`src/rtl/mbe_pkg.sv`:
```
// Package for the Mandelbrot escape-time block: shared constants, the
// control struct between sequencer and iteration unit, and width helpers.
// No dependencies.
package mbe_pkg;

   // iteration counter and limit register width
   localparam int CNT_W = 16;
   localparam logic [CNT_W-1:0] MAX_ITER_RESET = 16'd1000;

   // defaults for the top-level parameters
   localparam int COORD_WIDTH_DEF = 16;
   localparam int FRAC_BITS_DEF   = 13;

   // width of z: holds |z^2| + |c| without overflow after an escape test
   function automatic int z_width(input int coord_w, input int frac_b);
      int base;
      base = (frac_b + 5 > coord_w) ? frac_b + 5 : coord_w;
      return base + 1;
   endfunction

   // request payload width, rounded up to whole bytes
   function automatic int req_data_width(input int coord_w);
      return ((2 * coord_w + 7) / 8) * 8;
   endfunction

   // sequencer commands to the iteration unit
   typedef struct packed {
      logic load;   // take a new c, clear z
      logic mul;    // register the three products of z
      logic upd;    // write z*z + c back into z
   } mbe_ctrl_type;

endpackage

```
`src/rtl/mbe_iter_unit.sv`:
```
// Shared iteration unit: holds z and c, registers re^2, im^2 and re*im,
// then forms the escape test and z*z + c from those products. Uses mbe_pkg.
module mbe_iter_unit import mbe_pkg::*; #(
   parameter int COORD_WIDTH = COORD_WIDTH_DEF,
   parameter int FRAC_BITS   = FRAC_BITS_DEF
) (
   input  logic                          clock,
   input  mbe_ctrl_type                  ctrl,
   input  logic signed [COORD_WIDTH-1:0] c_re,
   input  logic signed [COORD_WIDTH-1:0] c_im,
   output logic                          escaped
);

   localparam int ZW = z_width(COORD_WIDTH, FRAC_BITS);
   // operand width: a component no larger than 2.0 in magnitude
   localparam int MW = FRAC_BITS + 3;
   localparam int PW = 2 * MW;
   localparam logic signed [ZW-1:0] TWO     = ZW'(2) <<< FRAC_BITS;
   localparam logic signed [ZW-1:0] NEG_TWO = -TWO;
   localparam logic [PW:0]          FOUR_SQ = (PW + 1)'(1) << (2 * FRAC_BITS + 2);

   logic signed [ZW-1:0]          z_re_ff, z_re_in;
   logic signed [ZW-1:0]          z_im_ff, z_im_in;
   logic signed [COORD_WIDTH-1:0] c_re_ff, c_im_ff;
   logic signed [PW-1:0]          sq_re_ff, sq_im_ff, cross_ff;
   logic                          big_ff;

   logic signed [MW-1:0] op_re, op_im;
   logic                 big_in;
   logic signed [PW-1:0] diff, cross2;
   logic [PW:0]          mag_sq;

   // narrow operands are exact whenever neither component exceeds 2.0
   assign op_re  = z_re_ff[MW-1:0];
   assign op_im  = z_im_ff[MW-1:0];
   assign big_in = (z_re_ff > TWO) || (z_re_ff < NEG_TWO) ||
                   (z_im_ff > TWO) || (z_im_ff < NEG_TWO);

   // escape test on the registered products
   assign mag_sq  = {1'b0, sq_re_ff} + {1'b0, sq_im_ff};
   assign escaped = big_ff || (mag_sq > FOUR_SQ);

   // z*z + c, products scaled back by a flooring shift
   assign diff   = sq_re_ff - sq_im_ff;
   assign cross2 = cross_ff <<< 1;

   always_comb begin
      z_re_in = z_re_ff;
      z_im_in = z_im_ff;
      if (ctrl.load) begin
         z_re_in = '0;
         z_im_in = '0;
      end else if (ctrl.upd) begin
         z_re_in = ZW'($signed(diff[PW-1:FRAC_BITS])) + ZW'(c_re_ff);
         z_im_in = ZW'($signed(cross2[PW-1:FRAC_BITS])) + ZW'(c_im_ff);
      end
   end

   // hold z and c, capture the products
   always_ff @(posedge clock) begin
      z_re_ff <= z_re_in;
      z_im_ff <= z_im_in;
      if (ctrl.load) begin
         c_re_ff <= c_re;
         c_im_ff <= c_im;
      end
      if (ctrl.mul) begin
         sq_re_ff <= op_re * op_re;
         sq_im_ff <= op_im * op_im;
         cross_ff <= op_re * op_im;
         big_ff   <= big_in;
      end
   end

endmodule

```
`src/rtl/mandelbrot_escape_time.sv`:
```
// Mandelbrot escape-time counter for one point c per request.
// Uses mbe_pkg and mbe_iter_unit.
//
// Channels: req_* carries one point c (Q format with FRAC_BITS fraction
// bits) per transfer; rsp_* returns its escape count, one transfer per
// request. csr_wr_en writes max_iterations (reset value 1000); the user is to
// assert it only while the block is idle, as the block does not enforce this.
// Sequence: each iteration uses the shared unit for a multiply step, then
// an escape test and update step. A limit of zero skips the iteration
// and posts a count of zero.
// Throughput: one point at a time; req_tready is high only while the
// sequencer is idle and comes back at the edge that posts the count. A
// finished count sits in the output register, so the next point may be
// taken while the receiver stalls; a second count then waits inside until
// rsp_tready frees it.
// Reset: synchronous, active high; clears the sequencer and the output
// valid and restores max_iterations to 1000.
module mandelbrot_escape_time import mbe_pkg::*; #(
   parameter int COORD_WIDTH = COORD_WIDTH_DEF,
   parameter int FRAC_BITS   = FRAC_BITS_DEF
) (
   input  logic                                      clock,
   input  logic                                      reset,
   // configuration
   input  logic                                      csr_wr_en,
   input  logic [CNT_W-1:0]                          csr_wr_data,  // max_iterations
   // request stream
   input  logic                                      req_tvalid,
   output logic                                      req_tready,
   input  logic [req_data_width(COORD_WIDTH)-1:0]    req_tdata,    // c_re, c_im, zero pad
   // response stream
   output logic                                      rsp_tvalid,
   input  logic                                      rsp_tready,
   output logic [CNT_W-1:0]                          rsp_tdata     // iteration_count
);

   typedef enum logic [1:0] {
      ST_IDLE,
      ST_MUL,
      ST_UPD,
      ST_FIN
   } state_type;

   state_type        state_ff, state_in;
   logic [CNT_W-1:0] max_iter_ff, max_iter_in;
   logic [CNT_W-1:0] lim_ff, lim_in;
   logic [CNT_W-1:0] count_ff, count_in;
   logic             rsp_valid_ff, rsp_valid_in;
   logic [CNT_W-1:0] rsp_data_ff, rsp_data_in;

   mbe_ctrl_type ctrl;
   logic         escaped;
   logic         req_xfer;
   logic [CNT_W-1:0] count_inc;

   logic signed [COORD_WIDTH-1:0] c_re, c_im;

   assign c_re = $signed(req_tdata[COORD_WIDTH-1:0]);
   assign c_im = $signed(req_tdata[2*COORD_WIDTH-1:COORD_WIDTH]);

   assign req_tready = (state_ff == ST_IDLE);
   assign req_xfer   = req_tvalid && req_tready;
   assign rsp_tvalid = rsp_valid_ff;
   assign rsp_tdata  = rsp_data_ff;
   assign count_inc  = count_ff + 1'b1;

   mbe_iter_unit #(
      .COORD_WIDTH (COORD_WIDTH),
      .FRAC_BITS   (FRAC_BITS)
   ) u_iter (
      .clock   (clock),
      .ctrl    (ctrl),
      .c_re    (c_re),
      .c_im    (c_im),
      .escaped (escaped)
   );

   // sequencer next state
   always_comb begin
      state_in     = state_ff;
      max_iter_in  = csr_wr_en ? csr_wr_data : max_iter_ff;
      lim_in       = lim_ff;
      count_in     = count_ff;
      rsp_valid_in = rsp_valid_ff && !rsp_tready;
      rsp_data_in  = rsp_data_ff;
      ctrl         = '0;
      unique case (state_ff)
         ST_IDLE: begin
            if (req_xfer) begin
               ctrl.load = 1'b1;
               lim_in    = max_iter_ff;
               count_in  = '0;
               state_in  = (max_iter_ff == '0) ? ST_FIN : ST_MUL;
            end
         end
         ST_MUL: begin
            ctrl.mul = 1'b1;
            state_in = ST_UPD;
         end
         ST_UPD: begin
            if (escaped) begin
               state_in = ST_FIN;
            end else begin
               ctrl.upd = 1'b1;
               count_in = count_inc;
               state_in = (count_inc == lim_ff) ? ST_FIN : ST_MUL;
            end
         end
         ST_FIN: begin
            // post once the output register is free
            if (!rsp_valid_ff || rsp_tready) begin
               rsp_valid_in = 1'b1;
               rsp_data_in  = count_ff;
               state_in     = ST_IDLE;
            end
         end
         default: state_in = ST_IDLE;
      endcase
   end

   // state and registered outputs
   always_ff @(posedge clock) begin
      if (reset) begin
         state_ff     <= ST_IDLE;
         max_iter_ff  <= MAX_ITER_RESET;
         rsp_valid_ff <= 1'b0;
      end else begin
         state_ff     <= state_in;
         max_iter_ff  <= max_iter_in;
         rsp_valid_ff <= rsp_valid_in;
      end
      lim_ff      <= lim_in;
      count_ff    <= count_in;
      rsp_data_ff <= rsp_data_in;
   end

   // the count never reaches the latched limit while still iterating
   assert property (@(posedge clock) disable iff (reset)
      (state_ff == ST_MUL) |-> (count_ff < lim_ff))
      else $error("iteration count reached limit while iterating");

   // an update always follows a multiply cycle
   assert property (@(posedge clock) disable iff (reset)
      (state_ff == ST_UPD) |-> $past(state_ff == ST_MUL))
      else $error("update without preceding multiply");

   // a new response appears only out of the finish state
   assert property (@(posedge clock) disable iff (reset)
      $rose(rsp_valid_ff) |-> $past(state_ff == ST_FIN))
      else $error("response posted outside finish state");

endmodule

```
`config.mk`:
```
export PLATFORM = sky130hd
export DESIGN_NAME = mandelbrot_escape_time
export DESIGN_NICKNAME = d
export VERILOG_FILES = /design/src/rtl/mbe_pkg.sv /design/src/rtl/mbe_iter_unit.sv /design/src/rtl/mandelbrot_escape_time.sv
export SDC_FILE = /design/constraint.sdc
export NUM_CORES = 2
export LEC_CHECK = 0
export BUFFER_PORTS_ARGS = -buffer_cell sky130_fd_sc_hd__buf_4
export CAP_MARGIN = 10
export CORE_MARGIN = 3
export CORE_UTILIZATION = 47
export DETAILED_ROUTE_END_ITERATION = 8
export REMOVE_ABC_BUFFERS = 1
export SLEW_MARGIN = 20
export SYNTH_ARGS = -nofsm -noshare
export SYNTH_HDL_FRONTEND = slang
export SYNTH_SLANG_ARGS = --single-unit
```
`constraint.sdc`:
```
create_clock -name clock -period 9.5 [get_ports clock]
set_input_delay 1.425 -clock clock [delete_from_list [all_inputs] [get_ports clock]]
set_output_delay 1.425 -clock clock [all_outputs]
set_load 0.02 [all_outputs]
```
==> summary.md <==
At the pin with the least slew margin, the transition time is 1120 ps. The run finished with clean final reports. During synthesis, Yosys emitted a total of 0 warnings. From synthesis to final layout, the design area changed by 6.76%.

The tools report the number of hold violations in the final report as 0. The maximum number of pins on one net before global-route repair is 62. The max-slew violation total from the final report is 0.

In this run the worst hold path is classified as flop to flop. Summed over all layers, the global routing overflow is 0. The maximum number of buffers from clock root to sink is 3. TritonCTS built the clock tree.

The tree is rooted in a sky130_fd_sc_hd__clkbuf_16. Headroom to the max-slew limit came out at 25.4%. Final hold analysis gives a worst-case slack of 455 ps. The logs give 0 for the number of antenna violations at the first check in global routing and 0 for the remaining number of nets flagged by the antenna check after routing. For the DRC violation count after routing, the log shows 0. In the final layout, the share of cells above drive strength 1 is 4.73%. The logs give 0 for the number of diodes and 0 for the total setup buffers inserted after CTS. The largest fanout on the critical path is 27. In the synthesized netlist the async set-or-reset flop fraction comes to 0%. The logs give 37.9 ps for the worst-case clock skew and 79600 µm for the detailed placer's ending HPWL.

The post-synthesis area per instance is 9.42 µm². The average vias per placed instance works out to 5.22. The post-synthesis instance total was 4171; the DRC marker count from the first detailed-route iteration was 1731.

The worst setup path is captured at a flop. In the layout the commonest cells are sky130_fd_sc_hd__inv_1, sky130_fd_sc_hd__fa_1, sky130_fd_sc_hd__ha_1. Clock tree synthesis found a total of 219 sinks. Clock tree synthesis inserted a total of 29 buffers.

During I/O placement, the number of pins put on the boundary was 71. For this design the static power due to leakage is 0.0213 µW. Summed over all failing endpoints, the final setup total negative slack is 0 ps. The worst setup path is of the flop to flop kind. The run gives 28700 as the number of global-route vias before repair.

For this design, the CTS-stage hold fixing added 0 buffers. For the worst flop-to-flop path, the logic depth is 24. The die is 295 µm wide. For the number of standard cells in the layout, taps in and fillers out, the log shows 5254. At the end of routability-driven placement, the weighted congestion stood at 0.939. In this run, distinct cell masters in the synthesized netlist total 81. In the final design database the tool counted 5293 nets. The sort of element at the start of the critical path was a flop. For this configuration, the core starts out at a cell density of 47.7%. The number of gates resized after CTS was 0. After detailed routing, the average wire length per cell comes to 18.8 µm. The overall die height was 295 µm; the number of flip-flops and latches in the synthesized netlist was 219.

The run gives 5 as the number of iterations in the first detailed-routing pass. Of the synthesized area, sequential elements account for 15.3%. Wires add up to 98800 µm.

The die covers 0.0871 mm². Counting instances, the worst hold path has a depth of 0. For this run, the top clock speed supported by timing is 135 MHz. After clock tree synthesis, the clock-pin slew on the worst setup and hold paths is 60 ps. In this run the core area contains 105 standard-cell rows. The post-placement setup slack was 2100 ps; the count of flip-flops with a built-in enable after synthesis was 162.

Setup violations remaining at the end of the flow were counted as 0. The run gives 7614 as the layout filler cell count. Depth of the CTS H-tree: 1. The tools report the detailed-route via count as 27400.

After layout, the worst setup slack is 2110 ps. The power per cell area was 72.5 mW/mm²; the critical path arrival was 7720 ps. The mapped netlist covers 0.0393 mm². sky130_fd_sc_hd__fa_1 takes more of the synthesized area than any other cell. Dividing the final minimum period by the clock period gives 77.8%.

The most frequent standard cell in the layout excluding fill and tap cells is sky130_fd_sc_hd__inv_1. The top cell type by area accounts for 36.9% of the synthesized area. The run gives 3040 µW as the post-layout total power. The core region area is 0.0824 mm², and the wire length of the first global-routing pass is 160000 µm. Setup repair after global routing left no endpoint under its margin. The smallest clock period supported by the final layout is computed as 7390 ps.

The combined global-route utilization of all metal layers was 23.4%; the cell count after placement was 5200. The maximum resistive drop on vdd was 0.139 mV. Top flip-flop cell by instance count after synthesis: sky130_fd_sc_hd__edfxtp_1.

The logs give 9830 ps for the critical path data required time and 630 ps for the latest clock arrival within the worst-skew pair. The max capacitance violation total is 0. The count of input and output buffers works out to 70. By area the synthesized netlist is led by sky130_fd_sc_hd__fa_1, sky130_fd_sc_hd__edfxtp_1, sky130_fd_sc_hd__ha_1, sky130_fd_sc_hd__inv_1, sky130_fd_sc_hd__xnor2_1.
## power breakdown
group,internal [µW],leakage (µW),switching [µW],total (µW)
logic,268,0.0188,447,715
registers,1090,0.00201,51.1,1150
clock network,710,0.000476,471,1180
## critical path: stages, from the launching register on
cell                       delay (ps)
sky130_fd_sc_hd__dfxtp_1          290
sky130_fd_sc_hd__buf_4            230
sky130_fd_sc_hd__inv_1            460
sky130_fd_sc_hd__nor2_1           170
sky130_fd_sc_hd__fa_1             530
sky130_fd_sc_hd__inv_1             50
sky130_fd_sc_hd__fa_1             560
sky130_fd_sc_hd__fa_1             450
sky130_fd_sc_hd__fa_1             550
sky130_fd_sc_hd__inv_1             50
sky130_fd_sc_hd__fa_1             470
sky130_fd_sc_hd__inv_1             50
sky130_fd_sc_hd__fa_1             480
sky130_fd_sc_hd__inv_1             50
sky130_fd_sc_hd__ha_1             340
sky130_fd_sc_hd__a21oi_1          150
sky130_fd_sc_hd__a21boi_0         120
sky130_fd_sc_hd__a211oi_1         310
sky130_fd_sc_hd__o21ai_1          220
sky130_fd_sc_hd__a221oi_1         580
sky130_fd_sc_hd__o211ai_1         230
sky130_fd_sc_hd__and3_1           190
sky130_fd_sc_hd__a211oi_1         310
sky130_fd_sc_hd__a21oi_1          130
sky130_fd_sc_hd__xnor2_1          140
## area by class of cell
class,count,area [µm²],area share (%)
Multi-Input combinational cell,2818,29000,69.2
Sequential cell,219,6010,14.3
Inverter,976,3660,8.74
Tap cell,1070,1340,3.19
Timing Repair Buffer,117,891,2.12
Clock buffer,39,773,1.84
Clock inverter,15,231,0.552
## state kept, by name, summed over array words and instances, names as in the netlist
signal	count
count_ff	16
lim_ff	16
max_iter_ff	16
rsp_tdata	16
rsp_tvalid	1
state_ff	2
u_iter.big_ff	1
u_iter.c_im_ff	16
u_iter.c_re_ff	16
u_iter.cross_ff	19
u_iter.sq_im_ff	31
u_iter.sq_re_ff	31
u_iter.z_im_ff	19
u_iter.z_re_ff	19
## cell usage after synthesis (all sizes together) (6+ instances only)
cell / number
o31a: 6
and3: 20
or4: 7
o41ai: 7
nand4: 25
a21oi: 149
and2: 170
xor2: 49
nor3: 56
nand2b: 30
a211o: 9
or2: 9
nor4: 26
a211oi: 19
a2111oi: 7
dfxtp: 57
a21o: 46
o21bai: 17
inv: 971
o21a: 17
nor2b: 37
fa: 724
buf: 17
a31oi: 11
xnor2: 147
mux2i: 17
or3: 12
nand3: 63
clkbuf: 141
nor2: 235
a41oi: 6
a31o: 11
edfxtp: 162
o211ai: 11
nand2: 328
o31ai: 13
o21ai: 111
ha: 355
## logic make-up after synthesis
| logic type | synth area share (%) |
|---|---|
| fa+ha+maj | 48.2 |
| mux | 0.519 |
| flops | 15.3 |
| simple gates | 12.7 |
| buf+inv | 10.9 |
| xor+xnor | 4.37 |
| compound gates | 8.05 |
## metal layers
metal,vias to the layer above,wire [µm],global-route usage (%)
met2,730,44700,37.6
met3,112,5770,3.05
met5,-,0,0
met4,0,2000,4.19
li1,12900,-,-
met1,13700,46300,34.5
## worst paths after layout
kind                                  startpoint                             to  slack (ps)
hold / removal       max_iter_ff[1]$_SDFFE_PP0P_            lim_ff[1]$_DFFE_PP_         460
setup reg to reg  u_iter.z_re_ff[3]$_SDFFE_PP0P_  u_iter.sq_re_ff[31]$_DFFE_PP_        2110
hold reg to reg      max_iter_ff[1]$_SDFFE_PP0P_            lim_ff[1]$_DFFE_PP_         460
setup / recovery  u_iter.z_re_ff[3]$_SDFFE_PP0P_  u_iter.sq_re_ff[31]$_DFFE_PP_        2110
## stage by stage
stage               utilization (%)  area [µm²]
floorplan                         -       38700
global placement               49.7       40900
detailed placement             49.7       40900
CTS                            50.9       41900
global route                   50.9       41900
finish                         50.9       41900
No activity file was read; power rests on OpenSTA's default activity.
